File: src/sv/rws_pkg.sv
package rws_pkg;

    localparam int MAX_ENTRIES_DEF  = 64;
    localparam int FITNESS_BITS_DEF = 32;
    localparam int RANDOM_BITS_DEF  = 16;

    localparam int FIT_PORT_W = 32;
    localparam int RND_PORT_W = 16;
    localparam int IDX_PORT_W = 6;

    localparam logic OP_LOAD   = 1'b0;
    localparam logic OP_SELECT = 1'b1;

    typedef enum logic [1:0] {
        ST_IDLE,
        ST_MUL,
        ST_SCAN,
        ST_DONE
    } state_t;

    typedef enum logic [1:0] {
        ADD_LOAD,
        ADD_MUL,
        ADD_SCAN
    } add_sel_t;

    typedef struct packed {
        logic     load_en;
        logic     load_clear;
        logic     sel_start;
        logic     mul_step;
        logic     mul_last;
        logic     scan_step;
        logic     out_load;
        add_sel_t add_sel;
    } ctrl_t;

    typedef struct packed {
        logic count_zero;
        logic scan_stop;
    } status_t;

endpackage

File: src/sv/rws_in_if.sv
interface rws_in_if;
    logic                            valid;
    logic                            ready;
    logic                            op;
    logic                            starts_new_set;
    logic [rws_pkg::FIT_PORT_W-1:0]  fitness_value;
    logic [rws_pkg::RND_PORT_W-1:0]  random_fraction;

    modport source (
        output valid, op, starts_new_set, fitness_value, random_fraction,
        input  ready
    );

    modport sink (
        input  valid, op, starts_new_set, fitness_value, random_fraction,
        output ready
    );
endinterface

File: src/sv/rws_out_if.sv
interface rws_out_if;
    logic                            valid;
    logic                            ready;
    logic [rws_pkg::IDX_PORT_W-1:0]  chosen_index;
    logic                            set_empty;
    logic                            load_overflow;

    modport source (
        output valid, chosen_index, set_empty, load_overflow,
        input  ready
    );

    modport sink (
        input  valid, chosen_index, set_empty, load_overflow,
        output ready
    );
endinterface

File: src/sv/rws_store.sv
module rws_store #(
    parameter int DEPTH = 64,
    parameter int WIDTH = 32
) (
    input  logic                     clk,
    input  logic                     we,
    input  logic [$clog2(DEPTH)-1:0] waddr,
    input  logic [WIDTH-1:0]         wdata,
    input  logic [$clog2(DEPTH)-1:0] raddr,
    output logic [WIDTH-1:0]         rdata
);

    logic [WIDTH-1:0] mem [DEPTH];

    always_ff @(posedge clk)
    begin
        if (we)
        begin
            mem[waddr] <= wdata;
        end
        rdata <= mem[raddr];
    end

endmodule

File: src/sv/rws_ctrl.sv
module rws_ctrl #(
    parameter int RANDOM_BITS = 16
) (
    input  logic             clk,
    input  logic             rst_n,
    input  logic             item_valid,
    input  logic             item_op,
    input  logic             item_start,
    input  logic             out_free,
    input  rws_pkg::status_t stat,
    output logic             item_ready,
    output rws_pkg::ctrl_t   ctl
);
    import rws_pkg::*;

    localparam int R_W   = (RANDOM_BITS < RND_PORT_W) ? RANDOM_BITS : RND_PORT_W;
    localparam int BIT_W = $clog2(R_W);

    state_t            state_reg, state_next;
    logic [BIT_W-1:0]  bit_cnt_reg, bit_cnt_next;
    logic              accept;
    logic              bit_last;

    assign accept   = item_valid && (state_reg == ST_IDLE);
    assign bit_last = (bit_cnt_reg == BIT_W'(R_W - 1));

    always_comb
    begin
        state_next = state_reg;
        case (state_reg)
            ST_IDLE:
            begin
                if (accept && (item_op == OP_SELECT))
                begin
                    state_next = stat.count_zero ? ST_DONE : ST_MUL;
                end
            end
            ST_MUL:
            begin
                if (bit_last)
                begin
                    state_next = ST_SCAN;
                end
            end
            ST_SCAN:
            begin
                if (stat.scan_stop)
                begin
                    state_next = ST_DONE;
                end
            end
            ST_DONE:
            begin
                if (out_free)
                begin
                    state_next = ST_IDLE;
                end
            end
            default:
            begin
                state_next = ST_IDLE;
            end
        endcase
    end

    always_comb
    begin
        item_ready     = 1'b0;
        ctl            = '0;
        ctl.add_sel    = ADD_LOAD;
        ctl.load_clear = item_start;
        bit_cnt_next   = bit_cnt_reg;
        case (state_reg)
            ST_IDLE:
            begin
                item_ready    = 1'b1;
                ctl.load_en   = accept && (item_op == OP_LOAD);
                ctl.sel_start = accept && (item_op == OP_SELECT);
                bit_cnt_next  = '0;
            end
            ST_MUL:
            begin
                ctl.add_sel  = ADD_MUL;
                ctl.mul_step = 1'b1;
                ctl.mul_last = bit_last;
                bit_cnt_next = bit_cnt_reg + 1'b1;
            end
            ST_SCAN:
            begin
                ctl.add_sel   = ADD_SCAN;
                ctl.scan_step = 1'b1;
            end
            ST_DONE:
            begin
                ctl.out_load = out_free;
            end
            default:
            begin
                ctl.add_sel = ADD_LOAD;
            end
        endcase
    end

    always_ff @(posedge clk or negedge rst_n)
    begin
        if (!rst_n)
        begin
            state_reg   <= ST_IDLE;
            bit_cnt_reg <= '0;
        end
        else
        begin
            state_reg   <= state_next;
            bit_cnt_reg <= bit_cnt_next;
        end
    end

endmodule

File: src/sv/rws_datapath.sv
module rws_datapath #(
    parameter int MAX_ENTRIES  = 64,
    parameter int FITNESS_BITS = 32,
    parameter int RANDOM_BITS  = 16
) (
    input  logic                            clk,
    input  logic                            rst_n,
    input  rws_pkg::ctrl_t                  ctl,
    input  logic [rws_pkg::FIT_PORT_W-1:0]  fitness_in,
    input  logic [rws_pkg::RND_PORT_W-1:0]  random_in,
    output rws_pkg::status_t                stat,
    output logic [$clog2(MAX_ENTRIES)-1:0]  idx,
    output logic                            empty,
    output logic                            overflow
);
    import rws_pkg::*;

    localparam int F_W   = (FITNESS_BITS < FIT_PORT_W) ? FITNESS_BITS : FIT_PORT_W;
    localparam int R_W   = (RANDOM_BITS < RND_PORT_W) ? RANDOM_BITS : RND_PORT_W;
    localparam int IDX_W = $clog2(MAX_ENTRIES);
    localparam int CNT_W = $clog2(MAX_ENTRIES + 1);
    localparam int SUM_W = F_W + IDX_W;
    localparam int ACC_W = SUM_W + R_W;

    logic [CNT_W-1:0] count_reg;
    logic [SUM_W-1:0] sum_reg;
    logic             ovf_reg;
    logic [ACC_W-1:0] acc_reg;
    logic [SUM_W-1:0] thr_reg;
    logic [R_W-1:0]   rnd_reg;
    logic [IDX_W-1:0] idx_reg;
    logic             empty_reg;

    logic [CNT_W-1:0] base_cnt;
    logic [SUM_W-1:0] base_sum;
    logic             full;
    logic             store_we;
    logic [IDX_W-1:0] raddr;
    logic [F_W-1:0]   rdata;
    logic [ACC_W-1:0] add_a, add_b, add_out;
    logic             hit, last;

    assign base_cnt = ctl.load_clear ? '0 : count_reg;
    assign base_sum = ctl.load_clear ? '0 : sum_reg;
    assign full     = (base_cnt == CNT_W'(MAX_ENTRIES));
    assign store_we = ctl.load_en && !full;

    assign raddr = !ctl.scan_step ? '0 :
                   (idx_reg == IDX_W'(MAX_ENTRIES - 1)) ? '0 : idx_reg + 1'b1;

    rws_store #(
        .DEPTH (MAX_ENTRIES),
        .WIDTH (F_W)
    ) u_store (
        .clk   (clk),
        .we    (store_we),
        .waddr (base_cnt[IDX_W-1:0]),
        .wdata (fitness_in[F_W-1:0]),
        .raddr (raddr),
        .rdata (rdata)
    );

    // shared adder: load sum, shift-add multiply, prefix accumulate
    always_comb
    begin
        case (ctl.add_sel)
            ADD_LOAD:
            begin
                add_a = ACC_W'(base_sum);
                add_b = ACC_W'(fitness_in[F_W-1:0]);
            end
            ADD_MUL:
            begin
                add_a = acc_reg << 1;
                add_b = rnd_reg[R_W-1] ? ACC_W'(sum_reg) : '0;
            end
            ADD_SCAN:
            begin
                add_a = acc_reg;
                add_b = ACC_W'(rdata);
            end
            default:
            begin
                add_a = '0;
                add_b = '0;
            end
        endcase
    end

    assign add_out = add_a + add_b;

    assign hit  = (add_out[SUM_W-1:0] > thr_reg);
    assign last = (idx_reg == IDX_W'(count_reg - 1'b1));

    assign stat.count_zero = (count_reg == '0);
    assign stat.scan_stop  = hit || last;

    always_ff @(posedge clk or negedge rst_n)
    begin
        if (!rst_n)
        begin
            count_reg <= '0;
            sum_reg   <= '0;
            ovf_reg   <= 1'b0;
        end
        else if (ctl.load_en)
        begin
            if (full)
            begin
                ovf_reg <= 1'b1;
            end
            else
            begin
                count_reg <= base_cnt + 1'b1;
                sum_reg   <= add_out[SUM_W-1:0];
                if (ctl.load_clear)
                begin
                    ovf_reg <= 1'b0;
                end
            end
        end
    end

    always_ff @(posedge clk)
    begin
        if (ctl.sel_start)
        begin
            acc_reg   <= '0;
            rnd_reg   <= random_in[R_W-1:0];
            idx_reg   <= '0;
            empty_reg <= (count_reg == '0);
        end
        else if (ctl.mul_step)
        begin
            rnd_reg <= rnd_reg << 1;
            if (ctl.mul_last)
            begin
                thr_reg <= SUM_W'(add_out >> RANDOM_BITS);
                acc_reg <= '0;
            end
            else
            begin
                acc_reg <= add_out;
            end
        end
        else if (ctl.scan_step)
        begin
            acc_reg <= add_out;
            if (!stat.scan_stop)
            begin
                idx_reg <= idx_reg + 1'b1;
            end
        end
    end

    assign idx      = idx_reg;
    assign empty    = empty_reg;
    assign overflow = ovf_reg;

endmodule

File: src/sv/roulette_wheel_select_core.sv
// Load transaction: accepted while idle; ready stays high, so loads can run back to back.
// Select transaction: one shift-add step per random bit, then a scan of one stored value per
// cycle until the running sum exceeds the threshold or the last entry is reached; the result
// is loaded once the result register is free. Select on an empty set skips both steps. The
// input is not ready during a select and is ready again when the result is loaded.
// rst_n (async, active low) empties the set and clears the overflow flag; no clearing pass.
module roulette_wheel_select_core #(
    parameter int MAX_ENTRIES  = rws_pkg::MAX_ENTRIES_DEF,
    parameter int FITNESS_BITS = rws_pkg::FITNESS_BITS_DEF,
    parameter int RANDOM_BITS  = rws_pkg::RANDOM_BITS_DEF
) (
    input  logic      clk,
    input  logic      rst_n,
    rws_in_if.sink    item,
    rws_out_if.source result
);
    import rws_pkg::*;

    localparam int IDX_W = $clog2(MAX_ENTRIES);

    ctrl_t               ctl;
    status_t             stat;
    logic                out_free;
    logic [IDX_W-1:0]    dp_idx;
    logic                dp_empty;
    logic                dp_ovf;
    logic [IDX_W+IDX_PORT_W-1:0] idx_wide;

    logic                  res_valid_reg;
    logic [IDX_PORT_W-1:0] res_idx_reg;
    logic                  res_empty_reg;
    logic                  res_ovf_reg;

    assign out_free = !res_valid_reg || result.ready;
    assign idx_wide = {{IDX_PORT_W{1'b0}}, dp_idx};

    rws_ctrl #(
        .RANDOM_BITS (RANDOM_BITS)
    ) u_ctrl (
        .clk        (clk),
        .rst_n      (rst_n),
        .item_valid (item.valid),
        .item_op    (item.op),
        .item_start (item.starts_new_set),
        .out_free   (out_free),
        .stat       (stat),
        .item_ready (item.ready),
        .ctl        (ctl)
    );

    rws_datapath #(
        .MAX_ENTRIES  (MAX_ENTRIES),
        .FITNESS_BITS (FITNESS_BITS),
        .RANDOM_BITS  (RANDOM_BITS)
    ) u_datapath (
        .clk        (clk),
        .rst_n      (rst_n),
        .ctl        (ctl),
        .fitness_in (item.fitness_value),
        .random_in  (item.random_fraction),
        .stat       (stat),
        .idx        (dp_idx),
        .empty      (dp_empty),
        .overflow   (dp_ovf)
    );

    always_ff @(posedge clk or negedge rst_n)
    begin
        if (!rst_n)
        begin
            res_valid_reg <= 1'b0;
        end
        else if (ctl.out_load)
        begin
            res_valid_reg <= 1'b1;
        end
        else if (result.ready)
        begin
            res_valid_reg <= 1'b0;
        end
    end

    always_ff @(posedge clk)
    begin
        if (ctl.out_load)
        begin
            res_idx_reg   <= idx_wide[IDX_PORT_W-1:0];
            res_empty_reg <= dp_empty;
            res_ovf_reg   <= dp_ovf;
        end
    end

    assign result.valid         = res_valid_reg;
    assign result.chosen_index  = res_idx_reg;
    assign result.set_empty     = res_empty_reg;
    assign result.load_overflow = res_ovf_reg;

    a_load_when_free: assert property (@(posedge clk) disable iff (!rst_n)
        ctl.out_load |-> (!res_valid_reg || result.ready))
        else $error("result register overwritten while occupied");

    a_no_load_while_ready: assert property (@(posedge clk) disable iff (!rst_n)
        ctl.out_load |-> !item.ready)
        else $error("result loaded while accepting input");

    a_select_busy: assert property (@(posedge clk) disable iff (!rst_n)
        (item.valid && item.ready && (item.op == OP_SELECT)) |=> !item.ready)
        else $error("ready after select transaction");

    a_empty_index_zero: assert property (@(posedge clk) disable iff (!rst_n)
        (res_valid_reg && res_empty_reg) |-> (res_idx_reg == '0))
        else $error("empty set with non-zero index");

endmodule
File: src/flat_wrapper.sv
// flat-port wrapper written by rule: the top's interface ports become plain ports
module roulette_wheel_select_core_flat import rws_pkg::*;
#(
    parameter int MAX_ENTRIES  = rws_pkg::MAX_ENTRIES_DEF,
    parameter int FITNESS_BITS = rws_pkg::FITNESS_BITS_DEF,
    parameter int RANDOM_BITS  = rws_pkg::RANDOM_BITS_DEF
)
  (clk, rst_n, item_valid, item_op, item_starts_new_set, item_fitness_value, item_random_fraction, item_ready, result_valid, result_chosen_index, result_set_empty, result_load_overflow, result_ready);
  rws_in_if item_i ();
  rws_out_if result_i ();
  input  logic clk;
  input  logic rst_n;
  input wire logic [$bits(item_i.valid)-1:0] item_valid;
  input wire logic [$bits(item_i.op)-1:0] item_op;
  input wire logic [$bits(item_i.starts_new_set)-1:0] item_starts_new_set;
  input wire logic [$bits(item_i.fitness_value)-1:0] item_fitness_value;
  input wire logic [$bits(item_i.random_fraction)-1:0] item_random_fraction;
  output wire logic [$bits(item_i.ready)-1:0] item_ready;
  output wire logic [$bits(result_i.valid)-1:0] result_valid;
  output wire logic [$bits(result_i.chosen_index)-1:0] result_chosen_index;
  output wire logic [$bits(result_i.set_empty)-1:0] result_set_empty;
  output wire logic [$bits(result_i.load_overflow)-1:0] result_load_overflow;
  input wire logic [$bits(result_i.ready)-1:0] result_ready;
  assign item_i.valid = item_valid;
  assign item_i.op = item_op;
  assign item_i.starts_new_set = item_starts_new_set;
  assign item_i.fitness_value = item_fitness_value;
  assign item_i.random_fraction = item_random_fraction;
  assign item_ready = item_i.ready;
  assign result_valid = result_i.valid;
  assign result_chosen_index = result_i.chosen_index;
  assign result_set_empty = result_i.set_empty;
  assign result_load_overflow = result_i.load_overflow;
  assign result_i.ready = result_ready;
  roulette_wheel_select_core #(.MAX_ENTRIES(MAX_ENTRIES), .FITNESS_BITS(FITNESS_BITS), .RANDOM_BITS(RANDOM_BITS)) u_core (.clk(clk), .rst_n(rst_n), .item(item_i), .result(result_i));
endmodule
File: config.mk
export PLATFORM = sky130hd
export DESIGN_NAME = roulette_wheel_select_core_flat
export DESIGN_NICKNAME = d
export VERILOG_FILES = /design/src/sv/rws_pkg.sv /design/src/sv/rws_in_if.sv /design/src/sv/rws_out_if.sv /design/src/sv/rws_store.sv /design/src/sv/rws_ctrl.sv /design/src/sv/rws_datapath.sv /design/src/sv/roulette_wheel_select_core.sv /design/src/flat_wrapper.sv
export SDC_FILE = /design/constraint.sdc
export NUM_CORES = 2
export LEC_CHECK = 0
export ABC_AREA = 1
export BUFFER_PORTS_ARGS = -buffer_cell sky130_fd_sc_hd__buf_2
export CORE_UTILIZATION = 33
export CTS_CLUSTER_SIZE = 24
export DETAILED_ROUTE_END_ITERATION = 10
export PLACE_DENSITY = 0.6
export SYNTH_ARGS = -nofsm -noshare
export SYNTH_HDL_FRONTEND = slang
export SYNTH_HIERARCHICAL = 1
export SYNTH_SLANG_ARGS = --single-unit
File: constraint.sdc
create_clock -name clk -period 5.7 [get_ports clk]
set_input_delay 1.14 -clock clk [delete_from_list [all_inputs] [get_ports clk]]
set_output_delay 1.14 -clock clk [all_outputs]
set_load 0.02 [all_outputs]
==> summary.md <==
| Metric | Value |
|---|---|
| Run status | finished with violations |
| Failing checks | slew limit |
| Post-Synthesis Cell Area | slightly below 100000 µm² |
| Largest net degree at the start of global routing | roughly 270 |
| Crit-path leading delay family | simple AND/OR/NAND/NOR gates |
| DRT antenna net count | 0 |
| Arr. time, crit path | 5.93 ns |
| Die area | ~290000 µm² |
| # H-tree levels | 4 |
| Setup Viol. Count Final | 0 |
| Reg2Reg Depth | 32 |
| Post-Route WL | between 300000 and 400000 µm |
| Largest register FFs | 2048 |
| Post-Synth XOR/XNOR Area | less than 1% |
| Fin nets | just over 9000 |
| First-pass GRT wire length | 456000 µm |
| Slowest-stage cell, CP | dfrtp_1 |
| All-Layer GR Usage | between 20% and 30% |
| Initial antenna violation count | 20 |
| CP peak stage delay | around 0.42 ns |
| #FFs+latches synth | between 2000 and 2500 |
| Primary FF master, synth | edfxtp_1 |
| Clock transition at path regs | approximately 0.060 ns |
| PortBufs | between 60 and 70 |
| Relative slew slack | -20.8% |
| Synth Area in Compound Gates | 1.40% |
| Fmax | 191 MHz |
| Synth Instances | 8811 |
| Lkg Pwr | around 40 nW |
| Clk_lat worst skew | approximately 0.94 ns |
| VDD IR max | roughly 0.40 mV |
| Max-slew violation count | 199 |
| Initial core utilization | 33.3% |
| DRC Markers | 0 |
| Layout area overhead | 15.1% |
| Crit path max fanout | 13 |
| Root Driver | clkbuf_16 |
| Height of the die | about 540 µm |
| Placed cell area | approximately 100000 µm² |
| FFs w/ async S/R, synth | 2.35% |
| Synth Warn # | 6 |
| Crit path time final | 5.23 ns |
| I/O pin cnt | between 60 and 70 |
| DRT iter0 DRCs | about 8800 |
| Crit path kind | reg2reg |
| CTS max path bufs | 4 |
| Slew @ Worst Pin | ~1.8 ns |
| Synth Area in Adders | 1.13% |
| WP depth | 32 |
| WP buf/inv | 9 |
| Number of global-route vias before repair | between 60000 and 70000 |
| HPWL Detailed | around 190000 µm |
| Endpoint class of the critical path | flip-flop |
| RSZ-0062 raised after global routing | no |
| Tcrit/Tclk final | 91.7% |
| Final GP Congestion | approximately 1 |
| Critical Path RT | approximately 6.4 ns |
| Clock Sink Count | 2256 |
| Power Density | roughly 470 nW/µm² |
| Routed via count | around 69000 |
| Simple-Gate Fraction of Synth Area | between 20% and 30% |
| R2r setup slk | 0.47 ns |
| Most Frequent Cell on Critical Path | nand2_1 |
| Max Cap Viol | 0 |
| Clock Skew | 0.132 ns |
| Post-synth EDFFs | around 2100 |
| Wire per inst | around 24 µm |
| CP Launch Type | flip-flop |
| Remaining Overflow, GRT | 0 |
| Core region area | slightly below 300000 µm² |
| CTS tree | built |
| Seq/Total Area, Yosys | 69.3% |
| Main combinational cell family by area after synthesis | simple AND/OR/NAND/NOR gates |
| Die extent in x | 542 µm |
| Total CTS buffers | 240 |
| Proportion of synthesized area in mux cells | 0% |
| Finished Core Util | a little under two fifths |
| Syn nets | between 8000 and 9000 |
| Number of core rows | a little under 200 |
| Avg Cell Area, Syn | about 11 µm² |
| Ratio of cells with drive above 1 in the final layout | roughly a tenth |
| Cell variety after synth | 45 |
| Final hold violations | 0 |
| Fin area | 111000 µm² |
| Pre-antenna DRT Iters | 7 |
| HP Class | in2async |
| Vias/cell | about 5.3 |
==> cell usage after synthesis, drive strengths merged (2+ instances only) <==
| master | number | share of area (%) |
|---|---|---|
| nor2b | 2 | 0.013 |
| a22o | 2 | 0.018 |
| buf | 383 | 2.1 |
| o21bai | 5 | 0.039 |
| and2 | 23 | 0.15 |
| o211ai | 12 | 0.094 |
| nand3b | 14 | 0.11 |
| ha | 85 | 1.1 |
| inv | 346 | 1.4 |
| nor4 | 11 | 0.072 |
| xor2 | 37 | 0.34 |
| nand3 | 2016 | 11 |
| o22ai | 2 | 0.013 |
| o21ai | 51 | 0.27 |
| a22oi | 29 | 0.23 |
| dfxtp | 92 | 1.9 |
| nand4 | 22 | 0.14 |
| nor2 | 210 | 0.85 |
| o221ai | 25 | 0.23 |
| nor3 | 10 | 0.052 |
| xnor2 | 5 | 0.046 |
| nand2 | 3038 | 12 |
| edfxtp | 2111 | 66 |
| or2 | 4 | 0.026 |
| a21oi | 93 | 0.48 |
| clkbuf | 123 | 0.48 |
| dfrtp | 53 | 1.4 |
==> layout make-up <==
cell class,instances,area [µm²]
antenna,5,12.5
clock buffer,292,6320
clock inverter,141,1010
fill,27900,178000
inverter,346,1340
multi-input combinational,5703,26300
sequential,2256,66600
tap,3880,4850
timing repair buffer,499,4170
==> path summary, 6_finish.rpt <==
| path | startpoint | to |
|---|---|---|
| max | u_core/u_ctrl/state_reg[0]$_DFFE_PN0P_ | u_core/u_ctrl/state_reg[1]$_DFFE_PN0P_ |
| max reg2reg | u_core/u_ctrl/state_reg[0]$_DFFE_PN0P_ | u_core/u_ctrl/state_reg[1]$_DFFE_PN0P_ |
| min in group clk | u_core/u_datapath/empty$_DFFE_PP_ | u_core/result.set_empty$_DFFE_PP_ |
| min reg2reg | u_core/u_datapath/empty$_DFFE_PP_ | u_core/result.set_empty$_DFFE_PP_ |
| max in group asynchronous | rst_n | u_core/u_datapath/sum_reg[34]$_DFFE_PN0P_ |
| min | rst_n | u_core/u_datapath/count_reg[4]$_DFFE_PN0P_ |
==> routing by layer <==
layer | vias to the layer above | track usage [%] | share of wire [%]
met5 | - | 0 | 0.031
li1 | 31000 | - | -
met4 | 14 | 7.87 | 3.9
met3 | 562 | 4.20 | 9.7
met2 | 3276 | 33.1 | 45
met1 | 34100 | 28.8 | 41
==> worst reg2reg max path: cells and delay by family (launching register included) <==
family / cells / cell delay [ns]
adders and majority gates: 3 / 0.92
xor gates and xnor gates: 1 / 0.19
buffers and inverters: 9 / 0.97
and+or+nand+nor: 16 / 2.00
AOI/OAI and AO/OA: 3 / 0.62
DFF: 1 / 0.42
==> report_power, final <==
part | internal, W | total (W) | switching (W)
Sequential | 0.0188 | 0.0192 | 0.000371
Combinational | 0.00555 | 0.0181 | 0.0126
Clock | 0.00833 | 0.0148 | 0.00645
==> stage by stage <==
step | worst slack, ns | TNS, ns | power, W | instances | hold slack, ns
2_1_floorplan | -0.981 | -251.05 | 0.0297 | 8811 | 0.400
3_3_place_gp | -0.00317 | -0.00317 | 0.0374 | 12700 | 0.427
3_5_place_dp | 0.0921 | 0 | 0.0374 | 12700 | 0.442
4_1_cts | 0.136 | 0 | 0.0522 | 13100 | 0.280
5_1_grt | 0.0561 | 0 | 0.0545 | 13100 | 0.318
6_report | 0.471 | 0 | 0.0521 | 13100 | 0.291
==> kinds of logic after synthesis <==
| logic type | Yosys count |
|---|---|
| AND/OR/NAND/NOR | 5352 |
| buffers and inverters | 852 |
| AO/OA/AOI/OAI | 223 |
| adder cells (fa/ha/maj) | 86 |
| flip-flops | 2256 |
| XOR/XNOR | 42 |
==> placed cells by master, fill, tap and decap left out, types with 4 or more instances in the layout <==
master     Yosys  final
o221ai_1      25     25
dfxtp_1       92     92
a22oi_1       29     29
nor2_1       200    135
and2_1        23     23
xor2_1        37     37
nor3_1        10     10
inv_1        338    335
nand2_2        9     11
nand4_1       22     22
nand3b_1      14     14
nor4_2         0      9
buf_2        285     63
xnor2_1        5      5
o21ai_1        8      8
diode_2        0      5
edfxtp_1    2111   2111
clkinv_2       0     54
o21ai_0       43     43
clkbuf_8       0      6
nand2_1     3029   3027
a21oi_1       93     91
o21bai_1       5      5
dfrtp_1       53     53
nor2_2        10      7
inv_2          7      7
clkbuf_1     123     43
ha_1          85     85
clkbuf_16      0    243
clkinv_1       0     59
bufinv_16      0     11
nor2_4         0     68
buf_4         53    389
o211ai_1      12     12
buf_12         0     46
clkinv_4       0      7
inv_6          0      4
nand3_1     2015   2014
==> timing repair <==
action,CTS,global route
hold buffers,0,0
setup endpoints to repair,0,8
gates resized for setup,0,9
buffers inserted,0,2
(Power assumes the default switching activity.)
